**src/design/spq_pkg.sv**
```systemverilog
`timescale 1ns / 1ps
// shared types and codes for the stable priority queue
// no dependencies; used by spq_cell and stable_priority_queue

package spq_pkg;

   // result status codes
   typedef enum logic [1:0] {
      ST_ENQUEUED = 2'd0,
      ST_SERVED   = 2'd1,
      ST_EMPTY    = 2'd2,
      ST_FULL     = 2'd3
   } status_type;

   // request kind carried in tuser
   localparam logic MODE_ENQUEUE = 1'b0;
   localparam logic MODE_SERVE   = 1'b1;

   // per-cycle command broadcast to every cell of the chain
   typedef struct packed {
      logic enq;
      logic deq;
   } cell_ctrl_type;

endpackage

```
**src/design/spq_cell.sv**
```systemverilog
`timescale 1ns / 1ps
// one slot of the sorted insertion chain: holds an entry and trades with its neighbors
// depends on spq_pkg

module spq_cell #(
   parameter int PRIORITY_BITS = 8,
   parameter int PAYLOAD_BITS  = 32
) (
   input  logic                       clock,
   input  logic                       reset,
   input  spq_pkg::cell_ctrl_type     ctrl,
   input  logic [PRIORITY_BITS-1:0]   new_prio,
   input  logic [PAYLOAD_BITS-1:0]    new_pay,
   // left neighbor (toward the head)
   input  logic                       prev_after,
   input  logic                       prev_valid,
   input  logic [PRIORITY_BITS-1:0]   prev_prio,
   input  logic [PAYLOAD_BITS-1:0]    prev_pay,
   // right neighbor (toward the tail)
   input  logic                       next_valid,
   input  logic [PRIORITY_BITS-1:0]   next_prio,
   input  logic [PAYLOAD_BITS-1:0]    next_pay,
   // held entry
   output logic                       valid,
   output logic [PRIORITY_BITS-1:0]   prio,
   output logic [PAYLOAD_BITS-1:0]    pay,
   output logic                       after
);

   logic                     valid_ff, valid_in;
   logic [PRIORITY_BITS-1:0] prio_ff, prio_in;
   logic [PAYLOAD_BITS-1:0]  pay_ff, pay_in;

   // new entry goes behind this one when priorities tie
   assign after = valid_ff && (prio_ff <= new_prio);

   always_comb begin
      valid_in = valid_ff;
      prio_in  = prio_ff;
      pay_in   = pay_ff;
      priority if (ctrl.enq) begin
         if (!after) begin
            if (prev_after) begin
               valid_in = 1'b1;
               prio_in  = new_prio;
               pay_in   = new_pay;
            end else begin
               valid_in = prev_valid;
               prio_in  = prev_prio;
               pay_in   = prev_pay;
            end
         end
      end else if (ctrl.deq) begin
         valid_in = next_valid;
         prio_in  = next_prio;
         pay_in   = next_pay;
      end
   end

   always_ff @(posedge clock) begin
      if (reset) begin
         valid_ff <= 1'b0;
      end else begin
         valid_ff <= valid_in;
      end
      prio_ff <= prio_in;
      pay_ff  <= pay_in;
   end

   assign valid = valid_ff;
   assign prio  = prio_ff;
   assign pay   = pay_ff;

endmodule

```
**src/design/stable_priority_queue.sv**
```systemverilog
`timescale 1ns / 1ps
// stable priority queue: the response to an accepted request is registered in the next cycle
// 1 op per cycle unless rsp_tready stalls; each is one parallel compare and shift of the chain
// the output register frees in the same cycle it is taken, so back-pressure costs no bubble
// reset (synchronous, active high) empties the chain and the response register
// depends on spq_pkg and spq_cell

module stable_priority_queue #(
   parameter int CAPACITY      = 16,
   parameter int PRIORITY_BITS = 8,
   parameter int PAYLOAD_BITS  = 32
) (
   input  logic clock,
   input  logic reset,
   // request channel
   input  logic req_tvalid,
   output logic req_tready,
   // fields from bit 0: priority_req, item_payload, zero fill
   input  logic [((PRIORITY_BITS+PAYLOAD_BITS+7)/8)*8-1:0] req_tdata,
   // fields from bit 0: mode
   input  logic req_tuser,
   // response channel
   output logic rsp_tvalid,
   input  logic rsp_tready,
   // fields from bit 0: served_priority, served_payload, occupancy, is_empty, zero fill
   output logic [((PRIORITY_BITS+PAYLOAD_BITS+$clog2(CAPACITY+1)+1+7)/8)*8-1:0] rsp_tdata,
   // fields from bit 0: status
   output logic [1:0] rsp_tuser
);

   localparam int OCC_BITS   = $clog2(CAPACITY + 1);
   localparam int RSP_FIELDS = PRIORITY_BITS + PAYLOAD_BITS + OCC_BITS + 1;
   localparam int RSP_BITS   = ((RSP_FIELDS + 7) / 8) * 8;

   // request unpacking
   logic                     mode;
   logic [PRIORITY_BITS-1:0] new_prio;
   logic [PAYLOAD_BITS-1:0]  new_pay;
   logic                     accept;

   assign mode     = req_tuser;
   assign new_prio = req_tdata[PRIORITY_BITS-1:0];
   assign new_pay  = req_tdata[PRIORITY_BITS+PAYLOAD_BITS-1:PRIORITY_BITS];

   // cell chain wiring
   logic                     cell_valid [CAPACITY];
   logic [PRIORITY_BITS-1:0] cell_prio  [CAPACITY];
   logic [PAYLOAD_BITS-1:0]  cell_pay   [CAPACITY];
   logic                     cell_after [CAPACITY];
   spq_pkg::cell_ctrl_type   ctrl;

   logic full, empty;
   assign full  = cell_valid[CAPACITY-1];
   assign empty = !cell_valid[0];

   // response register
   logic                      rsp_valid_ff, rsp_valid_in;
   spq_pkg::status_type       status_ff, status_in;
   logic [PRIORITY_BITS-1:0]  s_prio_ff, s_prio_in;
   logic [PAYLOAD_BITS-1:0]   s_pay_ff, s_pay_in;
   logic [OCC_BITS-1:0]       fill_ff, fill_in;
   logic                      empty_out_ff, empty_out_in;

   // a new transaction may enter whenever the response slot is empty or draining
   assign req_tready = !rsp_valid_ff || rsp_tready;
   assign accept     = req_tvalid && req_tready;

   // only real changes reach the cells: a full enqueue or empty serve leaves them alone
   assign ctrl.enq = accept && (mode == spq_pkg::MODE_ENQUEUE) && !full;
   assign ctrl.deq = accept && (mode == spq_pkg::MODE_SERVE) && !empty;

   genvar g;
   generate
      for (g = 0; g < CAPACITY; g++) begin : g_cell
         logic                     p_after, p_valid, n_valid;
         logic [PRIORITY_BITS-1:0] p_prio, n_prio;
         logic [PAYLOAD_BITS-1:0]  p_pay, n_pay;

         if (g == 0) begin : g_head
            // the head always takes the new entry unless it stays ahead of it
            assign p_after = 1'b1;
            assign p_valid = 1'b0;
            assign p_prio  = '0;
            assign p_pay   = '0;
         end else begin : g_mid
            assign p_after = cell_after[g-1];
            assign p_valid = cell_valid[g-1];
            assign p_prio  = cell_prio[g-1];
            assign p_pay   = cell_pay[g-1];
         end

         if (g == CAPACITY - 1) begin : g_tail
            // the tail empties on a serve
            assign n_valid = 1'b0;
            assign n_prio  = '0;
            assign n_pay   = '0;
         end else begin : g_body
            assign n_valid = cell_valid[g+1];
            assign n_prio  = cell_prio[g+1];
            assign n_pay   = cell_pay[g+1];
         end

         spq_cell #(
            .PRIORITY_BITS (PRIORITY_BITS),
            .PAYLOAD_BITS  (PAYLOAD_BITS)
         ) u_cell (
            .clock      (clock),
            .reset      (reset),
            .ctrl       (ctrl),
            .new_prio   (new_prio),
            .new_pay    (new_pay),
            .prev_after (p_after),
            .prev_valid (p_valid),
            .prev_prio  (p_prio),
            .prev_pay   (p_pay),
            .next_valid (n_valid),
            .next_prio  (n_prio),
            .next_pay   (n_pay),
            .valid      (cell_valid[g]),
            .prio       (cell_prio[g]),
            .pay        (cell_pay[g]),
            .after      (cell_after[g])
         );
      end
   endgenerate

   // response formation, evaluated in the accept cycle
   always_comb begin
      rsp_valid_in = rsp_valid_ff && !rsp_tready;
      status_in    = status_ff;
      s_prio_in    = s_prio_ff;
      s_pay_in     = s_pay_ff;
      fill_in      = fill_ff;
      empty_out_in = empty_out_ff;
      if (accept) begin
         rsp_valid_in = 1'b1;
         s_prio_in    = '0;
         s_pay_in     = '0;
         priority if (ctrl.enq) begin
            status_in = spq_pkg::ST_ENQUEUED;
            fill_in   = fill_ff + OCC_BITS'(1);
         end else if (ctrl.deq) begin
            status_in = spq_pkg::ST_SERVED;
            s_prio_in = cell_prio[0];
            s_pay_in  = cell_pay[0];
            fill_in   = fill_ff - OCC_BITS'(1);
         end else if (mode == spq_pkg::MODE_SERVE) begin
            status_in = spq_pkg::ST_EMPTY;
         end else begin
            status_in = spq_pkg::ST_FULL;
         end
         empty_out_in = (fill_in == '0);
      end
   end

   always_ff @(posedge clock) begin
      if (reset) begin
         rsp_valid_ff <= 1'b0;
         fill_ff      <= '0;
      end else begin
         rsp_valid_ff <= rsp_valid_in;
         fill_ff      <= fill_in;
      end
      status_ff    <= status_in;
      s_prio_ff    <= s_prio_in;
      s_pay_ff     <= s_pay_in;
      empty_out_ff <= empty_out_in;
   end

   // response packing
   assign rsp_tvalid = rsp_valid_ff;
   assign rsp_tuser  = status_ff;
   assign rsp_tdata  = RSP_BITS'({empty_out_ff, fill_ff, s_pay_ff, s_prio_ff});

endmodule

```
**config.mk**
```make
export PLATFORM = sky130hd
export DESIGN_NAME = stable_priority_queue
export DESIGN_NICKNAME = d
export VERILOG_FILES = /design/src/design/spq_pkg.sv /design/src/design/spq_cell.sv /design/src/design/stable_priority_queue.sv
export SDC_FILE = /design/constraint.sdc
export NUM_CORES = 2
export LEC_CHECK = 0
export ABC_AREA = 0
export BUFFER_PORTS_ARGS = -buffer_cell sky130_fd_sc_hd__buf_2
export CAP_MARGIN = 15
export CORE_MARGIN = 4
export CORE_UTILIZATION = 50
export DETAILED_ROUTE_END_ITERATION = 7
export GPL_TIMING_DRIVEN = 0
export PLACE_DENSITY = 0.69
export SLEW_MARGIN = 10
export SYNTH_ARGS = -nofsm -noshare
export SYNTH_HDL_FRONTEND = slang
export SYNTH_SLANG_ARGS = --single-unit
```
**constraint.sdc**
```tcl
create_clock -name clock -period 7.61 [get_ports clock]
set_input_delay 1.1415 -clock clock [delete_from_list [all_inputs] [get_ports clock]]
set_output_delay 1.1415 -clock clock [all_outputs]
set_load 0.02 [all_outputs]
```
Word-level counts from Yosys, hierarchy flattened
Index checks and enable logic that the tools add are counted.
{"block": "word_totals", "register_bits": 705, "latchBits": 0, "ram_bits": 0, "romBits": 0, "in_bits": 45, "output_inout_bits": 52, "elab_cells": 332, "memories": 0}
{"block": "op_classes", "n_addsub": 2, "n_mul": 0, "div": 0, "order_cmp": 16, "n_eq_ne": 16, "n_shift": 0, "n_mux": 195, "bitwise_logic": 2, "n_reduce_logical": 46}
{"cell": "32-bit two-way mux", "n": 63}
{"cell": "8-bit two-way mux", "n": 63}
{"cell": "8-bit <= comparator", "n": 16}
{"cell": "1-bit two-way mux", "n": 66}
{"cell": "2-bit inequality test, second input constant", "n": 16}
{"cell": "2-bit AND reduction", "n": 16}
{"cell": "1-bit logical AND", "n": 22}
{"cell": "5-bit two-way mux", "n": 3}
{"cell": "5-bit by 1-bit adder with 5-bit output, second input constant", "n": 1}
{"cell": "5-bit logical NOT", "n": 1}
{"cell": "5-bit by 1-bit subtractor with 5-bit output, second input constant", "n": 1}
{"cell": "2-bit OR reduction", "n": 2}
{"cell": "1-bit logical NOT", "n": 3}
{"cell": "1-bit inverter", "n": 2}
{"cell": "2-bit nonzero test", "n": 1}
{"cell": "1-bit logical OR", "n": 1}

Longest topological paths before layout
{"block": "depth", "word_depth": 9, "mapped_depth": 11, "mapped_depth_nobuf": 7}

Cells and area by module
Synthesis repeated with hierarchy kept, for this count alone.
{"block": "unflattened", "hier_cells": 3571, "hier_area_um2": 39816.9}
{"module": "spq_cell (g_cell[15].u_cell ...)", "instances": 10, "cells_each": 214, "area_each_um2": 2372.3, "seq_area_each_um2": 1221.2}
{"module": "spq_cell (g_cell[0].u_cell ...)", "instances": 6, "cells_each": 214, "area_each_um2": 2346.0, "seq_area_each_um2": 1221.2}
{"module": "stable_priority_queue", "instances": 1, "cells_each": 147, "area_each_um2": 2018.2, "seq_area_each_um2": 1411.4}

Worst setup path after synthesis
No wires, ideal clock.
{"block": "synth_timing", "path_type": "input to register", "start": "input req_tdata[7]", "end": "register g_cell[13].u_cell.pay_ff[0], enable pin", "setup_ps": 493, "arrival_ps": 5909, "required_time_ps": 7117, "setup_slack_ps": 1208, "path_stages": 10, "n_path_buf": 3, "cell_sequence": "clkbuf_1 > clkbuf_1 > inv_1 > ha_1 > nand4_1 > nor2_1 > a211oi_2 > buf_2 > nor3_1 > o21ai_0"}
{"block": "synth_between", "elab_chain_cells": 4}
{"item": "start, declared", "line": "stable_priority_queue.sv:19", "rtl": "input logic [((PRIORITY_BITS+PAYLOAD_BITS+7)/8)*8-1:0] req_tdata,"}
{"item": "8-bit <= comparator", "line": "spq_cell.sv:35", "rtl": "assign after = valid_ff && (prio_ff <= new_prio);"}
{"item": "1-bit logical AND", "line": "spq_cell.sv:35"}
{"item": "2-bit inequality test (no line)"}
{"item": "2-bit AND reduction (no line)"}
{"item": "end signal, assigned", "line": "spq_cell.sv:67", "rtl": "pay_ff <= pay_in;"}
{"item": "end, declared", "line": "spq_cell.sv:32", "rtl": "logic [PAYLOAD_BITS-1:0] pay_ff, pay_in;"}
Every way passes these cells.
A chain may end at the register's enable or synchronous reset.

Worst setup path in the final report
{"block": "layout_timing", "start": "input req_tdata[7]", "end": "register g_cell[9].u_cell.pay_ff[14], enable pin"}
{"block": "layout_between", "elab_chain_cells": 4}
{"item": "8-bit <= comparator", "line": "spq_cell.sv:35"}
{"item": "1-bit logical AND", "line": "spq_cell.sv:35"}
{"item": "2-bit inequality test (no line)"}
{"item": "2-bit AND reduction (no line)"}
{"item": "end signal, assigned", "line": "spq_cell.sv:67"}
{"item": "end, declared", "line": "spq_cell.sv:32"}
Every way passes these cells.

==> impl_results.md <==
* Arr. time, crit path at 6600 ps
* Max VDD drop at between 150 and 200 µV
* Yosys warnings at 0
* RD Place Congestion at approximately 1.0
* Worst min path class: reg -> reg
* Fillers at roughly 7,200
* Non-filler cells, final at between 5,000 and 6,000
* Ratio of cells with drive above 1 in the final layout at 0.1212
* Mapped cell area at between 40,000 and 50,000 µm²
* Mux share of post-synthesis cell area at 0.009812
* Worst skew pair latency at between 600 and 700 ps
* Final instance area at ~47,000 µm²
* Post-route ant nets at 0
* GRT overflow at 0
* Worst path required time at 7950 ps
* Unrepaired setup endpoints after global routing: no
* Largest net degree at the start of global routing at between 40 and 50
* Site Rows at about 110
* Finished Core Util at 0.5681
* CTS-repair resized insts at 0
* Compound-cell area share of the yosys netlist at 0.2144
* Post-synth ARST share at 0
* Post-CTS Setup Inserts at 0
* Clk root buf: clkbuf_16
* Die W at about 300 µm
* Final Routed Wirelength at approximately 180,000 µm
* First-pass GRT wire length at approximately 250,000 µm
* Critical path capture point type: flip-flop
* Vias in the first global route at between 30,000 and 40,000
* Met1 Wirelength at around 66,000 µm
* Post-DR wirelength/cell at around 32 µm
* Core footprint at between 80,000 and 90,000 µm²
* Starting Density at 0.5069
* Detailed-route via count at just over 40,000
* Register area share after synthesis at 0.5009
* Synth Area in XOR/XNOR at 0.0008376
* # DRC at 0
* Leak pwr at ~0.015 µW
* Die height at slightly below 300 µm
* Startpoint Class: primary input
* Netlist cell types at between 40 and 50
* Final setup fails at 0
* Fin crit share at 0.8217
* First drt pass iteration count at 7
* Syn Area/Cell at ~10 µm²
* Most common cell after layout, fill and taps aside: edfxtp_1
* Port Buffer Count at 87
* EDFF count, synth at around 680
* TritonCTS Buffers at 80
* Setup_tns at 0 ps
* Status: completed
* Tmin final at about 6300 ps
* Post-Synthesis Cells at between 4,000 and 5,000
* Clock slew at reported path FFs at ~60 ps
* Antenna violations before repair at 2
* Setup Skew at 27.68 ps
* Max Slew Vio Count at 0
* Total Routing Usage GR at 0.3848
* Via/cell ratio at 7.284
* CP max FO at 22
* Drt initial violations at approximately 8,000
* I/O Pins at 97
* Largest family of logic cells by synthesized area: compound AO/OA/AOI/OAI gates
* Placed cells at ~5,400
* Dpl cell area at roughly 44,000 µm²
* Critical path class: in -> reg
* P&R area growth vs syn at 12.07%
* Adder-cell share of the synthesized area at 0.03650
* TritonCTS Sinks at 705
* Hold-fix buffers, CTS at 0
* NumNets Final at between 4,000 and 5,000
* Simple-gate area share of the yosys netlist at 0.1735
* Uppermost layer routed: met5
* Post-synthesis register bit count at between 700 and 800
* Post-layout total power at 10,280 µW
* Worst slew pin tran at roughly 1400 ps
* WL met2 at just under 70,000 µm
* Max frequency at about 0.16 GHz
* Most frequent cells in the layout: edfxtp_1 (683), nand4_1 (591), nor2_1 (581)
* Die ar. at 88,340 µm²
* Final HPWL DP at 132,400 µm
* Maxcap violations at 0
* Max clock buf depth at 3
* Clock tree from TritonCTS: built
* Power Density at 219.4 nW/µm²
* Depth of the CTS H-tree at 3
* Slew HR at 0.08124
* Top_reg_cell synth: edfxtp_1
* Met3 wire len at approximately 30,000 µm
* Hold Vio Cnt, Final at 0
==> worst max-delay path, cell delays in order <==
cell and delay, ps:
clkbuf_1 740, clkbuf_1 1010, inv_1 760, buf_16 380
ha_1 340, nand4_1 200, nor2_1 120, a211oi_2 460
buf_2 340, nor3_1 130, o21ai_4 670, buf_16 250
==> path summary, 6_finish.rpt <==
check | startpoint | endpoint | slack [ps] | cells past startpoint
setup / recovery | req_tdata[7] | g_cell[9].u_cell.pay[14] | 1360 | 12
hold / removal | g_cell[0].u_cell.pay[24] | s_pay_ff[24] | 560 | 1
setup reg to reg | g_cell[0].u_cell.valid | g_cell[8].u_cell.prio[1] | 4210 | 6
hold reg to reg | g_cell[0].u_cell.pay[24] | s_pay_ff[24] | 560 | 1
==> synthesized netlist by cell type (15+ instances only) <==
cell	instances	share of area
nor2_1	581	0.052
o211ai_1	15	0.0027
buf_2	258	0.031
edfxtp_1	683	0.49
clkbuf_1	308	0.028
ha_1	122	0.036
nand2_1	200	0.018
o21ai_0	32	0.0038
a31oi_1	572	0.086
nor3_1	15	0.0018
a21oi_1	51	0.0061
dfxtp_1	22	0.011
mux2i_1	41	0.0098
nand4_1	591	0.088
nor2b_1	32	0.0048
a21o_1	16	0.0029
and2_1	40	0.0060
inv_1	39	0.0035
o31ai_1	560	0.10
==> registers in the layout (all words and copies together), names as in the netlist <==
name / flops
empty_out_ff: 1
fill_ff: 5
g_cell.u_cell.pay: 512
g_cell.u_cell.prio: 128
g_cell.u_cell.valid: 16
rsp_tuser: 2
rsp_tvalid: 1
s_pay_ff: 32
s_prio_ff: 8
==> metal layers <==
metal	global-route usage	vias to the layer above
li1	-	17395
met1	0.5362	19007
met2	0.5160	3692
met3	0.1245	657
met4	0.2387	2
met5	0	-
==> kinds of logic (layout without fill, tap and decap cells) <==
kind of cell             Yosys count  count (layout)
XOR/XNOR                           4               4
AND/OR/NAND/NOR                 1471            1471
multiplexers                      41              41
adder cells (fa/ha/maj)          122             122
buffers and inverters            614             868
flip-flops                       705             705
AO/OA/AOI/OAI                   1309            1309
other                              1               5
==> per-stage QoR <==
step           hold WS [ps]  setup slack, ps
2_1_floorplan         486.2             1208
3_3_place_gp          541.9            -3021
3_5_place_dp          548.0             1074
4_1_cts               563.4             1769
5_1_grt               586.3             1573
6_report              562.0             1357
==> where the power goes <==
| part | internal, µW | switching (µW) | total (µW) |
|---|---|---|---|
| logic | 442 | 1230 | 1670 |
| clock network | 2100 | 1730 | 3820 |
| registers | 4580 | 211 | 4790 |
==> cell type report <==
type | instances | area (µm²) | area share
sequential | 705 | 20950 | 0.4470
inverter | 40 | 150.1 | 0.003203
buffer | 574 | 2542 | 0.05424
tap | 1070 | 1339 | 0.02856
timing repair buffer | 115 | 1028 | 0.02194
clock buffer | 100 | 2127 | 0.04538
antenna | 3 | 7.507 | 0.0001602
clock inverter | 39 | 362.8 | 0.007741
multi-input combinational | 2949 | 18370 | 0.3918
No activity file was read; power rests on OpenSTA's default activity.
